File: src/hdl/ple_pkg.sv
// Package for the positional list engine.
// Holds the channel field widths, the operation codes and the sequencer states.
// No dependencies.
`timescale 1ns / 1ps

package ple_pkg;

  // Field widths of the input and result channels.
  localparam int unsigned FuncW  = 2;
  localparam int unsigned PosW   = 5;
  localparam int unsigned ItemW  = 32;
  localparam int unsigned CountW = 5;
  localparam int unsigned ValueW = 32;

  // Operation codes carried in the func field.
  typedef enum logic [FuncW-1:0] {
    FUNC_INSERT = 2'd0,
    FUNC_REMOVE = 2'd1,
    FUNC_READ   = 2'd2
  } func_e;

  // Sequencer states.
  typedef enum logic [2:0] {
    ST_IDLE,
    ST_CHECK,
    ST_MOVE,
    ST_FETCH,
    ST_DONE
  } state_e;

endpackage

File: src/hdl/ple_if.sv
// Valid/ready channel interfaces for the positional list engine.
// Depends on ple_pkg for the field widths.
`timescale 1ns / 1ps

// Operation channel: one item is one list operation.
interface ple_in_if import ple_pkg::*; ();
  logic              valid;
  logic              ready;
  logic [FuncW-1:0]  func;
  logic [PosW-1:0]   position;
  logic [ItemW-1:0]  item;

  modport source (output valid, func, position, item, input ready);
  modport sink   (input valid, func, position, item, output ready);
endinterface

// Result channel: one item per operation.
interface ple_out_if import ple_pkg::*; ();
  logic              valid;
  logic              ready;
  logic              ok;
  logic [ValueW-1:0] read_value;
  logic [CountW-1:0] count;
  logic              empty_res;

  modport source (output valid, ok, read_value, count, empty_res, input ready);
  modport sink   (input valid, ok, read_value, count, empty_res, output ready);
endinterface

File: src/hdl/ple_step_unit.sv
// Shared index step unit of the positional list engine.
// Steps the shift index up or down by one and tells whether another move is due.
// No dependencies.
`timescale 1ns / 1ps

module ple_step_unit #(
  parameter int unsigned W = 9
) (
  input  logic [W-1:0] idx_i,
  input  logic [W-1:0] bound_i,
  input  logic         up_i,
  output logic [W-1:0] next_o,
  output logic         more_o
);

  // Moving up (remove) continues while the next index stays below the bound;
  // moving down (insert) continues while the index is above the bound.
  always_comb begin
    if (up_i) begin
      next_o = idx_i + W'(1);
      more_o = (next_o < bound_i);
    end else begin
      next_o = idx_i - W'(1);
      more_o = (idx_i > bound_i);
    end
  end

endmodule

File: src/hdl/ple_mem.sv
// Element storage of the positional list engine.
// One write port and one read port with registered read data. No dependencies.
`timescale 1ns / 1ps

module ple_mem #(
  parameter int unsigned DEPTH = 16,
  parameter int unsigned WIDTH = 32,
  localparam int unsigned AW   = $clog2(DEPTH)
) (
  input  logic             clk_i,
  input  logic             wr_en_i,
  input  logic [AW-1:0]    wr_addr_i,
  input  logic [WIDTH-1:0] wr_data_i,
  input  logic             rd_en_i,
  input  logic [AW-1:0]    rd_addr_i,
  output logic [WIDTH-1:0] rd_data_o
);

  logic [WIDTH-1:0] mem_q [DEPTH];
  logic [WIDTH-1:0] rd_data_q;

  // Write port.
  always_ff @(posedge clk_i) begin
    if (wr_en_i) begin
      mem_q[wr_addr_i] <= wr_data_i;
    end
  end

  // Read port with the data registered.
  always_ff @(posedge clk_i) begin
    if (rd_en_i) begin
      rd_data_q <= mem_q[rd_addr_i];
    end
  end

  assign rd_data_o = rd_data_q;

endmodule

File: src/hdl/positional_list_engine.sv
// Positional list engine: a bounded ordered list of CAPACITY elements that takes one
// operation item at a time (insert at an index, remove at an index, or read at an index)
// and returns one result item with a success flag, the read data, the element count and
// an empty flag. The elements live in a single-port-read, single-port-write memory, so
// each element that has to shift is first read (ST_CHECK) and then written one place over
// (ST_MOVE). A finished result waits in an output register, so the next operation is taken
// while the previous result is still pending. Depends on ple_pkg, ple_if, ple_step_unit and
// ple_mem.
`timescale 1ns / 1ps

module positional_list_engine import ple_pkg::*; #(
  parameter int unsigned CAPACITY   = 16,
  parameter int unsigned DATA_WIDTH = 32
) (
  input  logic      clk_i,
  input  logic      rst_ni,
  ple_in_if.sink    in_i,
  ple_out_if.source out_o
);

  localparam int unsigned AW   = $clog2(CAPACITY);
  localparam int unsigned CW   = $clog2(CAPACITY + 1);
  localparam int unsigned CMPW = (CW > PosW) ? CW : PosW;

  state_e                state_q, state_d;
  logic [CW-1:0]         fill_q, fill_d;
  logic [CMPW-1:0]       idx_q, idx_d;
  logic [CMPW-1:0]       pos_q, pos_d;
  logic [DATA_WIDTH-1:0] item_q, item_d;
  logic                  is_remove_q, is_remove_d;
  logic                  res_ok_q, res_ok_d;
  logic [ValueW-1:0]     res_val_q, res_val_d;

  logic                  out_valid_q, out_valid_d;
  logic                  out_ok_q, out_ok_d;
  logic [ValueW-1:0]     out_val_q, out_val_d;
  logic [CountW-1:0]     out_count_q, out_count_d;
  logic                  out_empty_q, out_empty_d;

  logic                  mem_wr_en, mem_rd_en;
  logic [AW-1:0]         mem_wr_addr, mem_rd_addr;
  logic [DATA_WIDTH-1:0] mem_wr_data, mem_rd_data;

  logic [CMPW-1:0]       pos_ext, fill_ext, step_bound, step_next;
  logic                  step_more;

  assign pos_ext    = CMPW'(in_i.position);
  assign fill_ext   = CMPW'(fill_q);
  assign step_bound = is_remove_q ? fill_ext : pos_q;

  // Shared step unit that walks the shift index.
  ple_step_unit #(
    .W (CMPW)
  ) u_step (
    .idx_i   (idx_q),
    .bound_i (step_bound),
    .up_i    (is_remove_q),
    .next_o  (step_next),
    .more_o  (step_more)
  );

  // Element storage.
  ple_mem #(
    .DEPTH (CAPACITY),
    .WIDTH (DATA_WIDTH)
  ) u_mem (
    .clk_i     (clk_i),
    .wr_en_i   (mem_wr_en),
    .wr_addr_i (mem_wr_addr),
    .wr_data_i (mem_wr_data),
    .rd_en_i   (mem_rd_en),
    .rd_addr_i (mem_rd_addr),
    .rd_data_o (mem_rd_data)
  );

  // Sequencer: next state, memory control and result capture.
  always_comb begin
    state_d     = state_q;
    fill_d      = fill_q;
    idx_d       = idx_q;
    pos_d       = pos_q;
    item_d      = item_q;
    is_remove_d = is_remove_q;
    res_ok_d    = res_ok_q;
    res_val_d   = res_val_q;
    out_valid_d = out_valid_q && !out_o.ready;
    out_ok_d    = out_ok_q;
    out_val_d   = out_val_q;
    out_count_d = out_count_q;
    out_empty_d = out_empty_q;
    mem_wr_en   = 1'b0;
    mem_wr_addr = idx_q[AW-1:0];
    mem_wr_data = mem_rd_data;
    mem_rd_en   = 1'b0;
    mem_rd_addr = step_next[AW-1:0];

    case (state_q)
      ST_IDLE: begin
        if (in_i.valid) begin
          pos_d       = pos_ext;
          item_d      = DATA_WIDTH'(in_i.item);
          res_ok_d    = 1'b0;
          res_val_d   = '0;
          is_remove_d = 1'b0;
          state_d     = ST_DONE;
          case (func_e'(in_i.func))
            FUNC_INSERT: begin
              if ((pos_ext <= fill_ext) && (fill_ext < CMPW'(CAPACITY))) begin
                res_ok_d = 1'b1;
                idx_d    = fill_ext;
                state_d  = ST_CHECK;
              end
            end
            FUNC_REMOVE: begin
              if (pos_ext < fill_ext) begin
                res_ok_d    = 1'b1;
                is_remove_d = 1'b1;
                idx_d       = pos_ext;
                state_d     = ST_CHECK;
              end
            end
            FUNC_READ: begin
              if (pos_ext < fill_ext) begin
                res_ok_d    = 1'b1;
                mem_rd_en   = 1'b1;
                mem_rd_addr = pos_ext[AW-1:0];
                state_d     = ST_FETCH;
              end
            end
            default: ;
          endcase
        end
      end

      // Either fetch the next element to shift, or finish the operation.
      ST_CHECK: begin
        if (step_more) begin
          mem_rd_en = 1'b1;
          state_d   = ST_MOVE;
        end else begin
          if (is_remove_q) begin
            fill_d = fill_q - CW'(1);
          end else begin
            mem_wr_en   = 1'b1;
            mem_wr_data = item_q;
            fill_d      = fill_q + CW'(1);
          end
          state_d = ST_DONE;
        end
      end

      // Write the fetched element one place over.
      ST_MOVE: begin
        mem_wr_en   = 1'b1;
        mem_wr_addr = idx_q[AW-1:0];
        mem_wr_data = mem_rd_data;
        idx_d       = step_next;
        state_d     = ST_CHECK;
      end

      ST_FETCH: begin
        res_val_d = ValueW'(mem_rd_data);
        state_d   = ST_DONE;
      end

      // Hand the result to the output register once it is free.
      ST_DONE: begin
        if (!out_valid_q || out_o.ready) begin
          out_valid_d = 1'b1;
          out_ok_d    = res_ok_q;
          out_val_d   = res_val_q;
          out_count_d = CountW'(fill_q);
          out_empty_d = (fill_q == '0);
          state_d     = ST_IDLE;
        end
      end

      default: state_d = ST_IDLE;
    endcase
  end

  // Control registers.
  always_ff @(posedge clk_i or negedge rst_ni) begin
    if (!rst_ni) begin
      state_q     <= ST_IDLE;
      fill_q      <= '0;
      out_valid_q <= 1'b0;
    end else begin
      state_q     <= state_d;
      fill_q      <= fill_d;
      out_valid_q <= out_valid_d;
    end
  end

  // Payload registers.
  always_ff @(posedge clk_i) begin
    idx_q       <= idx_d;
    pos_q       <= pos_d;
    item_q      <= item_d;
    is_remove_q <= is_remove_d;
    res_ok_q    <= res_ok_d;
    res_val_q   <= res_val_d;
    out_ok_q    <= out_ok_d;
    out_val_q   <= out_val_d;
    out_count_q <= out_count_d;
    out_empty_q <= out_empty_d;
  end

  assign in_i.ready       = (state_q == ST_IDLE);
  assign out_o.valid      = out_valid_q;
  assign out_o.ok         = out_ok_q;
  assign out_o.read_value = out_val_q;
  assign out_o.count      = out_count_q;
  assign out_o.empty_res  = out_empty_q;

  // The element count never exceeds the capacity.
  assert property (@(posedge clk_i) disable iff (!rst_ni)
    fill_q <= CW'(CAPACITY))
    else $error("element count above capacity");

  // The count only changes at the end of an insert or a remove.
  assert property (@(posedge clk_i) disable iff (!rst_ni)
    (fill_q != $past(fill_q)) |-> ($past(state_q) == ST_CHECK))
    else $error("element count changed outside an operation end");

  // A new result only appears after the sequencer has finished an operation.
  assert property (@(posedge clk_i) disable iff (!rst_ni)
    $rose(out_valid_q) |-> ($past(state_q) == ST_DONE))
    else $error("result shown without a finished operation");

  // A rejected operation never carries read data.
  assert property (@(posedge clk_i) disable iff (!rst_ni)
    (out_valid_q && !out_ok_q) |-> (out_val_q == '0))
    else $error("rejected operation with nonzero read data");

endmodule
File: src/flat_wrapper.sv
// flat-port wrapper written by rule: the top's interface ports become plain ports
module positional_list_engine_flat import ple_pkg::*;
#(
  parameter int unsigned CAPACITY   = 16,
  parameter int unsigned DATA_WIDTH = 32
)
  (clk_i, rst_ni, in_i_valid, in_i_func, in_i_position, in_i_item, in_i_ready, out_o_valid, out_o_ok, out_o_read_value, out_o_count, out_o_empty_res, out_o_ready);
  ple_in_if in_i_i ();
  ple_out_if out_o_i ();
  input  logic clk_i;
  input  logic rst_ni;
  input wire logic [$bits(in_i_i.valid)-1:0] in_i_valid;
  input wire logic [$bits(in_i_i.func)-1:0] in_i_func;
  input wire logic [$bits(in_i_i.position)-1:0] in_i_position;
  input wire logic [$bits(in_i_i.item)-1:0] in_i_item;
  output wire logic [$bits(in_i_i.ready)-1:0] in_i_ready;
  output wire logic [$bits(out_o_i.valid)-1:0] out_o_valid;
  output wire logic [$bits(out_o_i.ok)-1:0] out_o_ok;
  output wire logic [$bits(out_o_i.read_value)-1:0] out_o_read_value;
  output wire logic [$bits(out_o_i.count)-1:0] out_o_count;
  output wire logic [$bits(out_o_i.empty_res)-1:0] out_o_empty_res;
  input wire logic [$bits(out_o_i.ready)-1:0] out_o_ready;
  assign in_i_i.valid = in_i_valid;
  assign in_i_i.func = in_i_func;
  assign in_i_i.position = in_i_position;
  assign in_i_i.item = in_i_item;
  assign in_i_ready = in_i_i.ready;
  assign out_o_valid = out_o_i.valid;
  assign out_o_ok = out_o_i.ok;
  assign out_o_read_value = out_o_i.read_value;
  assign out_o_count = out_o_i.count;
  assign out_o_empty_res = out_o_i.empty_res;
  assign out_o_i.ready = out_o_ready;
  positional_list_engine #(.CAPACITY(CAPACITY), .DATA_WIDTH(DATA_WIDTH)) u_core (.clk_i(clk_i), .rst_ni(rst_ni), .in_i(in_i_i), .out_o(out_o_i));
endmodule
File: config.mk
export PLATFORM = sky130hd
export DESIGN_NAME = positional_list_engine_flat
export DESIGN_NICKNAME = d
export VERILOG_FILES = /design/src/hdl/ple_pkg.sv /design/src/hdl/ple_if.sv /design/src/hdl/ple_step_unit.sv /design/src/hdl/ple_mem.sv /design/src/hdl/positional_list_engine.sv /design/src/flat_wrapper.sv
export SDC_FILE = /design/constraint.sdc
export NUM_CORES = 1
export LEC_CHECK = 0
export BUFFER_PORTS_ARGS = -buffer_cell sky130_fd_sc_hd__buf_2
export CAP_MARGIN = 20
export CORE_MARGIN = 4
export CORE_UTILIZATION = 50
export CTS_CLUSTER_SIZE = 40
export DETAILED_ROUTE_END_ITERATION = 8
export PLACE_DENSITY_LB_ADDON = 0.25
export SYNTH_ARGS = -nofsm -noshare
export SYNTH_HDL_FRONTEND = slang
export SYNTH_SLANG_ARGS = --single-unit
File: constraint.sdc
create_clock -name clk_i -period 12.05 [get_ports clk_i]
set_input_delay 1.205 -clock clk_i [delete_from_list [all_inputs] [get_ports clk_i]]
set_output_delay 1.205 -clock clk_i [all_outputs]
set_load 0.02 [all_outputs]
==> results of run 1 <==
## registers in the layout, indices dropped and copies added (netlist names), 3 cells and up
signal and flops:
u_core.res_val_q 32, u_core.state_q 3, u_core.pos_q 5, u_core.out_o.count 5, u_core.fill_ext 5, u_core.item_q 32, u_core.u_mem.rd_data_o 32, u_core.out_o.read_value 32
u_core.idx_q 5, u_core.u_mem.mem_q 512
## cell families (layout without fill, tap and decap cells)
group,count (synthesis),in the layout,synth area share
muxes,107,107,0.04193
adders and majority gates,28,28,0.01338
xor gates and xnor gates,13,13,0.004259
AOI/OAI and AO/OA,368,368,0.1012
and+or+nand+nor,335,335,0.06753
DFF,668,668,0.7486
buffers and inverters,137,253,0.02316
## layer usage
metal  wire [µm]  vias to the layer above
met5          82                        -
met4        1270                        2
met3        4843                      102
met2       29150                      625
met1       27690                     7797
li1            -                     6745
## area by class of cell
type                    instances  area (µm²)
repair buffers                116       713.2
multi-input cells             851        6198
well taps                     688       860.8
clock inverters                32       171.4
flip-flops and latches        668       20010
fillers                      4057       22860
clock buffers                  86        1876
inverters                      19       71.32
## through the flow
step	hold slack (ns)	cells
floorplan	0.4003	1656
global placement	0.4021	2338
detailed placement	0.4045	2339
CTS	0.4146	2457
global route	0.4240	2460
finish	0.4135	2460
## power by group through the flow
| stage | clock, W | combinational (W) | sequential, W |
|---|---|---|---|
| 2_1_floorplan | 0 | 0.00140 | 0.00312 |
| 3_3_place_gp | 0 | 0.00198 | 0.00313 |
| 3_5_place_dp | 0 | 0.00203 | 0.00313 |
| 4_1_cts | 0.00198 | 0.00204 | 0.00308 |
| 5_1_grt | 0.00209 | 0.00222 | 0.00310 |
| 6_report | 0.00195 | 0.00205 | 0.00308 |
## worst max path at each step
stage                                  start                         end  slack, ns  depth (start not counted)
after floorplan           u_core.is_remove_q   u_core.u_mem.rd_data_o[0]       7.23                          9
after global placement      in_i_position[4]   u_core.u_mem.rd_data_o[3]       6.80                         10
after detailed placement    in_i_position[4]  u_core.u_mem.rd_data_o[30]       6.67                         10
after CTS                   in_i_position[4]  u_core.u_mem.rd_data_o[30]       7.29                         10
after global routing        in_i_position[4]   u_core.u_mem.rd_data_o[3]       6.97                         10
final                       in_i_position[4]  u_core.u_mem.rd_data_o[30]       7.24                         10
## placed cells by master (no fill, tap or decap), types with 27 or more instances in the layout
| cell | n |
|---|---|
| sky130_fd_sc_hd__edfxtp_1 | 659 |
| sky130_fd_sc_hd__a211oi_1 | 98 |
| sky130_fd_sc_hd__and3_1 | 97 |
| sky130_fd_sc_hd__buf_2 | 83 |
| sky130_fd_sc_hd__nand2_1 | 75 |
| sky130_fd_sc_hd__a21oi_1 | 73 |
| sky130_fd_sc_hd__clkbuf_16 | 73 |
| sky130_fd_sc_hd__mux2i_1 | 72 |
| sky130_fd_sc_hd__nand3_1 | 55 |
| sky130_fd_sc_hd__o21ai_0 | 45 |
| sky130_fd_sc_hd__a221o_1 | 36 |
| sky130_fd_sc_hd__and2_1 | 34 |
| sky130_fd_sc_hd__mux2_2 | 33 |
| sky130_fd_sc_hd__a31o_2 | 29 |
| sky130_fd_sc_hd__buf_4 | 29 |
| sky130_fd_sc_hd__a221oi_1 | 28 |
| sky130_fd_sc_hd__ha_1 | 27 |
==> PnR_summary.wiki, run 1 <==
{| class="wikitable"
! Metric !! Value
|-
| Outcome || complete, no violations
|-
| Arrival time at the worst endpoint || 5.25 ns
|-
| Site row count || 84
|-
| Clock latency reported for the late side of the worst-skew pair || 0.58 ns
|-
| Port bufs || 83
|-
| Clock period minus final worst setup slack || approximately 4.8 ns
|-
| Startpoint-to-endpoint class of the critical path || in2reg
|-
| Combinational Power Share || 0.290
|-
| Slowest cell delay on critical path || around 0.9 ns
|-
| Commonest cells post-synth || sky130_fd_sc_hd__edfxtp_1 (659), sky130_fd_sc_hd__and3_1 (102), sky130_fd_sc_hd__a211oi_1 (98), sky130_fd_sc_hd__nand2_1 (75), sky130_fd_sc_hd__a21oi_1 (74)
|-
| Syn avg cell area || between 15 and 20 µm²
|-
| Overall via count from detail_route || 15,270
|-
| Share of cells above drive strength 1 || 0.1704
|-
| Reg-to-reg setup timing slack || 7.37 ns
|-
| Sort of element at the end of the critical path || flip-flop
|-
| Number of gates resized after cts || 0
|-
| Clock Pin Slew Worst Setup and Hold Paths || 0.06 ns
|-
| Number of antenna-violating nets in the routed design || 0
|-
| Post-layout net count || 1,795
|-
| Net Sw Power || 0.002310 W
|-
| Total I/O pin count || 84
|-
| Top cells by area, synth || sky130_fd_sc_hd__edfxtp_1 (74%), sky130_fd_sc_hd__a211oi_1 (2.8%), sky130_fd_sc_hd__mux2i_1 (2.7%)
|-
| Origin of the critical flop-to-flop path || u_core.fill_ext[4]
|-
| Synthesized flop and latch total || around 670
|-
| Clock power share || 0.275
|-
| Sequential cell fraction of total power || 0.435
|-
| Clock sinks || roughly 670
|-
| Aggregate global-route resource usage || 0.2173
|-
| Hold path endpoint || u_core.out_o.read_value[29]
|-
| Die height || 239.2 µm
|-
| Worst r2r path cells || 10
|-
| Max cap viols || 0
|-
| Maximum number of pins on one net before global-route repair || 100
|-
| Fraction of met3 tracks used by global routing || 0.03880
|-
| Hold violation total from the final report || 0
|-
| Final instance area || 29,900 µm²
|-
| Via count of the first global-routing pass || 15,110
|-
| CP max-delay cell || sky130_fd_sc_hd__buf_4
|-
| CTS tree || built
|-
| Portion of the post-synthesis area used by sequential elements || 0.7486
|-
| Minimum setup slack in the final design || 7.241 ns
|-
| P per Cell Area || 236.8 nW/µm²
|-
| Drt first-iter violations || 1,455
|-
| Remaining Overflow, GRT || 0
|-
| Clock tree root buffer cell || sky130_fd_sc_hd__clkbuf_16
|-
| Iteration count of the initial detailed-routing pass || 7
|-
| Most frequently used cell type in the post-synthesis netlist || sky130_fd_sc_hd__edfxtp_1
|-
| Required time of the critical path || ~12 ns
|-
| Worst r2r dst || u_core.u_mem.rd_data_o[30]
|-
| Critical path's top delay family || simple AND/OR/NAND/NOR gates
|-
| Nets in the synthesized netlist || 1,727
|-
| Deepest level of the CTS H-tree || 3
|-
| First-pass GRT wire length || roughly 94 mm
|-
| Core occupancy in the finished layout || 0.5668
|-
| Detailed-route vias per instance || 6.208
|-
| Primary flip-flop cell chosen by synthesis mapping || sky130_fd_sc_hd__edfxtp_1
|-
| Unrepaired setup endpoints after global routing || false
|-
| Overall die width || 239.2 µm
|-
| Number of buffers inserted for hold repair after clock tree synthesis || 0
|-
| Clock tree skew after final layout || approximately 0.021 ns
|-
| Antenna violations before repair || 3
|-
| Worst supply voltage drop on vdd || between 0.2 and 0.25 mV
|-
| Max FO, Critical Path || 86
|-
| Final TNS setup || 0 ns
|-
| Leakage Power || ~10 nW
|-
| Mapped Cells || ~1,700
|-
| Post-place instance area || 27,800 µm²
|-
| Std-Cell Core Area || 52,760 µm²
|-
| Classification of the worst-slack hold path || reg2reg
|-
| Synth-to-layout area growth || 11.85%
|-
| Distinct cells, synth || 57
|-
| Post-route total power || 0.007081 W
|-
| CTS Buf Count || 68
|-
| Hold Path Cell Cnt || 0
|-
| Final worst-path cycle share || 0.3991
|-
| Area share of the largest cell type after synthesis || 0.7401
|-
| Worst Tran Pin Value || 1.177 ns
|-
| Max-Slew Margin vs Limit || 0.2156
|-
| Met1 Use GR || 0.3176
|-
| Routed Wire Length || 63.04 mm
|-
| Antenna cells || 0
|-
| Average wire per cell in the routed design || 25.63 µm
|-
| Power Internal || 0.004770 W
|-
| Area of the die || 57,240 µm²
|-
| Fraction of registers with async set or reset after synthesis || 0.01347
|-
| HPWL after detailed placement || 31.63 mm
|-
| Count of synthesis-stage warnings from yosys || 0
|-
| Met2 Resource Use GR || 0.3380
|-
| Count of buffering cells on the critical path with inverters included || 2
|-
| Initial cell density of the core || 0.5068
|-
| HP Start || u_core.res_val_q[29]
|-
| Dominant cell type by area after synthesis || sky130_fd_sc_hd__edfxtp_1
|-
| Post-synth EDFFs || 659
|-
| Gp weighted congestion || 0.8049
|-
| Switching share of power || 0.3263
|-
| Max-slew violation total from the final report || 0
|-
| Maximum operating frequency || about 0.21 GHz
|-
| Launching element type of the critical path || input port
|-
| Final number of setup-violating endpoints || 0
|-
| Clk buf depth || 3
|-
| Number of design rule violations left after detail routing || 0
|-
| Global route hottest layer || met2
|-
| Cell area after synthesis || 26,740 µm²
|-
| Worst-path cell chain || buf_2, ha_1, a21oi_1, o21ai_0, or4_4, nand2_4, buf_4, a211oi_1, o32a_1, nand3_1
|-
| Pre-CTS setup slack || between 6 and 7 ns
|-
| Setup Buffers After CTS || 0
|}
Note: power is estimated with default switching activity, not from simulation.
==> inputs of run 2 (changes only) <==
- clock period: 12.05 -> 4.7 ns (I/O delays scaled with it)
==> run 2 against run 1 <==
- sequential power increased to 2.6 times the previous value
- power grew to 2.6 times the previous value
- flip-flop and latch count unchanged
- sequential share of layout area decreased by 0.55 points
- non-clock buffer count grew 11
- count of clock-buffer cells in the layout fell by 3
- via count is 0.33% higher
- largest power group unchanged
- critical path type is now reg2reg
- critical path depth stayed put
==> PnR_summary.wiki, run 2 (synthesis results as in run 1) <==
{| class="wikitable"
! Metric !! Value
|-
| Synth-to-layout area growth || 12.77%
|-
| Arrival time at the worst endpoint || 4.15 ns (-1.10 ns)
|-
| Combined area of the multi-input logic cells || 6212 µm² (+0.22%)
|-
| Std-Cell Core Area || 52,760 µm² (unchanged)
|-
| Clock tree skew after final layout || 0.02092 ns (-0.0003710 ns)
|-
| Deepest level of the CTS H-tree || 3 (unchanged)
|-
| Leading cell types in the layout, fill and taps excluded || sky130_fd_sc_hd__edfxtp_1 (659), sky130_fd_sc_hd__a211oi_1 (98), sky130_fd_sc_hd__and3_1 (97)
|-
| Reg-to-reg setup timing slack || 0.78 ns (-6.59 ns)
|-
| HP Start || in_i_item[17]
|-
| Routed Wire Length || 62.84 mm (-0.32%)
|-
| Clock sinks || 668 (unchanged)
|-
| Initial cell density of the core || 0.5068 (unchanged)
|-
| Fillers || 4,006 (-1.3%)
|-
| HPWL after detailed placement || 34.12 mm (+7.9%)
|-
| Max FO, Critical Path || 24 (-72%)
|-
| Site row count || 84 (unchanged)
|-
| Share of cells above drive strength 1 || 0.1748 (+0.004361)
|-
| Origin of the critical flop-to-flop path || u_core.is_remove_q
|-
| Maximum number of pins on one net before global-route repair || 101 (+1.0%)
|-
| Worst Tran Pin Value || 1.094 ns (-0.08253 ns)
|-
| Drt first-iter violations || 1,583 (+8.8%)
|-
| Antenna cells || 0 (unchanged)
|-
| Clock period minus final worst setup slack || 3.917 ns
|-
| CP max-delay cell || sky130_fd_sc_hd__edfxtp_1
|-
| Final worst-path cycle share || 0.8335
|-
| Via count of the first global-routing pass || 14,950 (-1.1%)
|-
| Number of buffers inserted for hold repair after clock tree synthesis || 1 (+1)
|-
| Sequential cell fraction of total power || 0.434 (about the same)
|-
| Leakage Power || 10.35 nW (+0.92%)
|-
| Worst-path cell chain || mux2i_1, ha_1, o21a_1, o22ai_1, a21oi_1, nor3_2, nor2_1, nor3_1, and2_2, buf_4
|-
| Slowest cell delay on critical path || 0.78 ns (-0.13 ns)
|-
| Aggregate global-route resource usage || 0.2180 (+0.0006695)
|-
| P per Cell Area || 603.3 nW/µm² (+150%)
|-
| Core occupancy in the finished layout || 0.5715 (+0.004672)
|-
| Hold violation total from the final report || 0 (unchanged)
|-
| Launching element type of the critical path || flip-flop
|-
| Startpoint-to-endpoint class of the critical path || reg2reg
|-
| Remaining Overflow, GRT || 0 (unchanged)
|-
| Switching share of power || 0.3252 (-0.001091)
|-
| Count of buffering cells on the critical path with inverters included || 1 (-1)
|-
| Minimum setup slack in the final design || 0.7827 ns (-6.458 ns)
|-
| Clock latency reported for the late side of the worst-skew pair || 0.59 ns (about the same)
|-
| Post-route total power || 0.01819 W (+160%)
|-
| Critical path's top delay family || simple AND/OR/NAND/NOR gates
|-
| CTS Buf Count || 68 (unchanged)
|-
| Max FFs per register || 512 (unchanged)
|-
| Max-Slew Margin vs Limit || 0.2706 (+0.05502)
|-
| Area occupied by registers || 20,010 µm² (unchanged)
|-
| Pre-CTS setup slack || 0.8271 ns (-5.842 ns)
|-
| Clock tree root buffer cell || sky130_fd_sc_hd__clkbuf_16
|-
| Setup Buffers After CTS || 0 (unchanged)
|-
| Detailed-route vias per instance || 6.196 (-0.19%)
|-
| Worst r2r path cells || 10 (unchanged)
|-
| Sort of element at the end of the critical path || flip-flop
|-
| Required time of the critical path || 4.93 ns (-7.56 ns)
|-
| Outcome || complete, no violations
|-
| Number of gates resized after cts || 0 (unchanged)
|-
| Number of antenna-violating nets in the routed design || 0 (unchanged)
|-
| Max-slew violation total from the final report || 0 (unchanged)
|-
| Worst r2r dst || u_core.u_mem.mem_q[3][17]
|-
| Classification of the worst-slack hold path || in2reg
|-
| Hold path endpoint || u_core.item_q[17]
|-
| Clk buf depth || 3 (unchanged)
|-
| Max cap viols || 0 (unchanged)
|-
| Overall die width || 239.2 µm (unchanged)
|-
| Final TNS setup || 0 ns (unchanged)
|-
| Clock power share || 0.272 (-0.003)
|-
| Number of design rule violations left after detail routing || 0 (unchanged)
|-
| Antenna violations before repair || 0 (-3)
|-
| Clock Pin Slew Worst Setup and Hold Paths || 0.06 ns (about the same)
|-
| Unrepaired setup endpoints after global routing || false
|-
| Area of the die || 57,240 µm² (unchanged)
|-
| Net Sw Power || 0.005915 W (+160%)
|-
| Hold Path Cell Cnt || 1 (+1)
|-
| CTS tree || built
|-
| Combinational Power Share || 0.294 (+0.004)
|-
| Most frequent standard cell in the layout excluding fill and tap cells || sky130_fd_sc_hd__edfxtp_1
|-
| Average wire per cell in the routed design || 25.41 µm (-0.84%)
|-
| Overall via count from detail_route || 15,320 (+0.33%)
|-
| Port bufs || 83 (unchanged)
|-
| Gp weighted congestion || 0.8517 (+5.8%)
|-
| Maximum operating frequency || 0.2553 GHz
|-
| First-pass GRT wire length || 94.12 mm (-0.18%)
|-
| Most flop-heavy register || u_core.u_mem.mem_q
|-
| Post-layout net count || 1,806 (+0.61%)
|-
| Total I/O pin count || 84 (unchanged)
|-
| Iteration count of the initial detailed-routing pass || 6 (-1)
|-
| Power Internal || 0.01228 W (+160%)
|-
| Die height || 239.2 µm (unchanged)
|-
| Worst supply voltage drop on vdd || 0.5147 mV (+150%)
|-
| Final number of setup-violating endpoints || 0 (unchanged)
|}
run 2: cell types whose count changed in the layout (fill, tap and decap cells not counted), moves of 2 or more:
cell                         change
sky130_fd_sc_hd__clkbuf_16       -3
sky130_fd_sc_hd__clkinv_1        +4
sky130_fd_sc_hd__buf_4           -4
sky130_fd_sc_hd__buf_12         +14
sky130_fd_sc_hd__o32a_1          -2
sky130_fd_sc_hd__clkinv_2        +2
sky130_fd_sc_hd__o32a_2          +2
sky130_fd_sc_hd__clkinvlp_4      -2
run 2: how the worst max path moves through the flow:
| stage | slack (ns) | end | from | cells past startpoint |
|---|---|---|---|---|
| after CTS | 0.83 | u_core.u_mem.mem_q[4][17] | u_core.is_remove_q | 10 |
| after global placement | 0.89 | u_core.u_mem.mem_q[4][29] | u_core.is_remove_q | 10 |
| after global routing | 0.54 | u_core.u_mem.mem_q[3][17] | u_core.is_remove_q | 10 |
| after detailed placement | 0.83 | u_core.u_mem.mem_q[4][29] | u_core.is_remove_q | 10 |
| after floorplan | 0.74 | u_core.u_mem.rd_data_o[0] | u_core.is_remove_q | 9 |
| final | 0.78 | u_core.u_mem.mem_q[3][17] | u_core.is_remove_q | 10 |
run 2: through the flow:
stage / hold slack [ns] / instances / cell area (µm²)
4_1_cts: 0.02730 / 2473 / 30150
2_1_floorplan: 0.1744 / 1656 / 26740
6_report: 0.05917 / 2473 / 30150
3_3_place_gp: 0.3360 / 2352 / 28120
3_5_place_dp: 0.3387 / 2352 / 28120
5_1_grt: 0.03697 / 2473 / 30150
run 2: layout make-up:
type,instances,share of cell area
Tap cell,688,0.02855
Sequential cell,668,0.6638
Multi-Input combinational cell,851,0.2060
Inverter,19,0.002365
Clock inverter,37,0.007262
Timing Repair Buffer,127,0.03228
Clock buffer,83,0.05971
run 2: worst register-to-register path, cell delays in order (launching register included):
cell                       delay, ns
sky130_fd_sc_hd__edfxtp_1       0.78
sky130_fd_sc_hd__mux2i_1        0.43
sky130_fd_sc_hd__ha_1           0.32
sky130_fd_sc_hd__o21a_1         0.19
sky130_fd_sc_hd__o22ai_1        0.14
sky130_fd_sc_hd__a21oi_1        0.09
sky130_fd_sc_hd__nor3_2         0.29
sky130_fd_sc_hd__nor2_1         0.11
sky130_fd_sc_hd__nor3_1         0.30
sky130_fd_sc_hd__and2_2         0.44
sky130_fd_sc_hd__buf_4          0.46
run 2: power groups by stage:
stage	Clock, W	Combinational (W)	Sequential, W
finish	0.00494	0.00535	0.00790
global route	0.00528	0.00580	0.00794
CTS	0.00503	0.00535	0.00790
detailed placement	0	0.00532	0.00802
global placement	0	0.00520	0.00801
floorplan	0	0.00359	0.00801
run 2: routing by layer:
metal  GRT usage  vias to the layer above  wire, µm
met1      0.3155                     7762     27390
li1            -                     6784         -
met2      0.3381                      657     28790
met4     0.06931                        0      1520
met5           0                        -         0
met3     0.04352                      119      5134
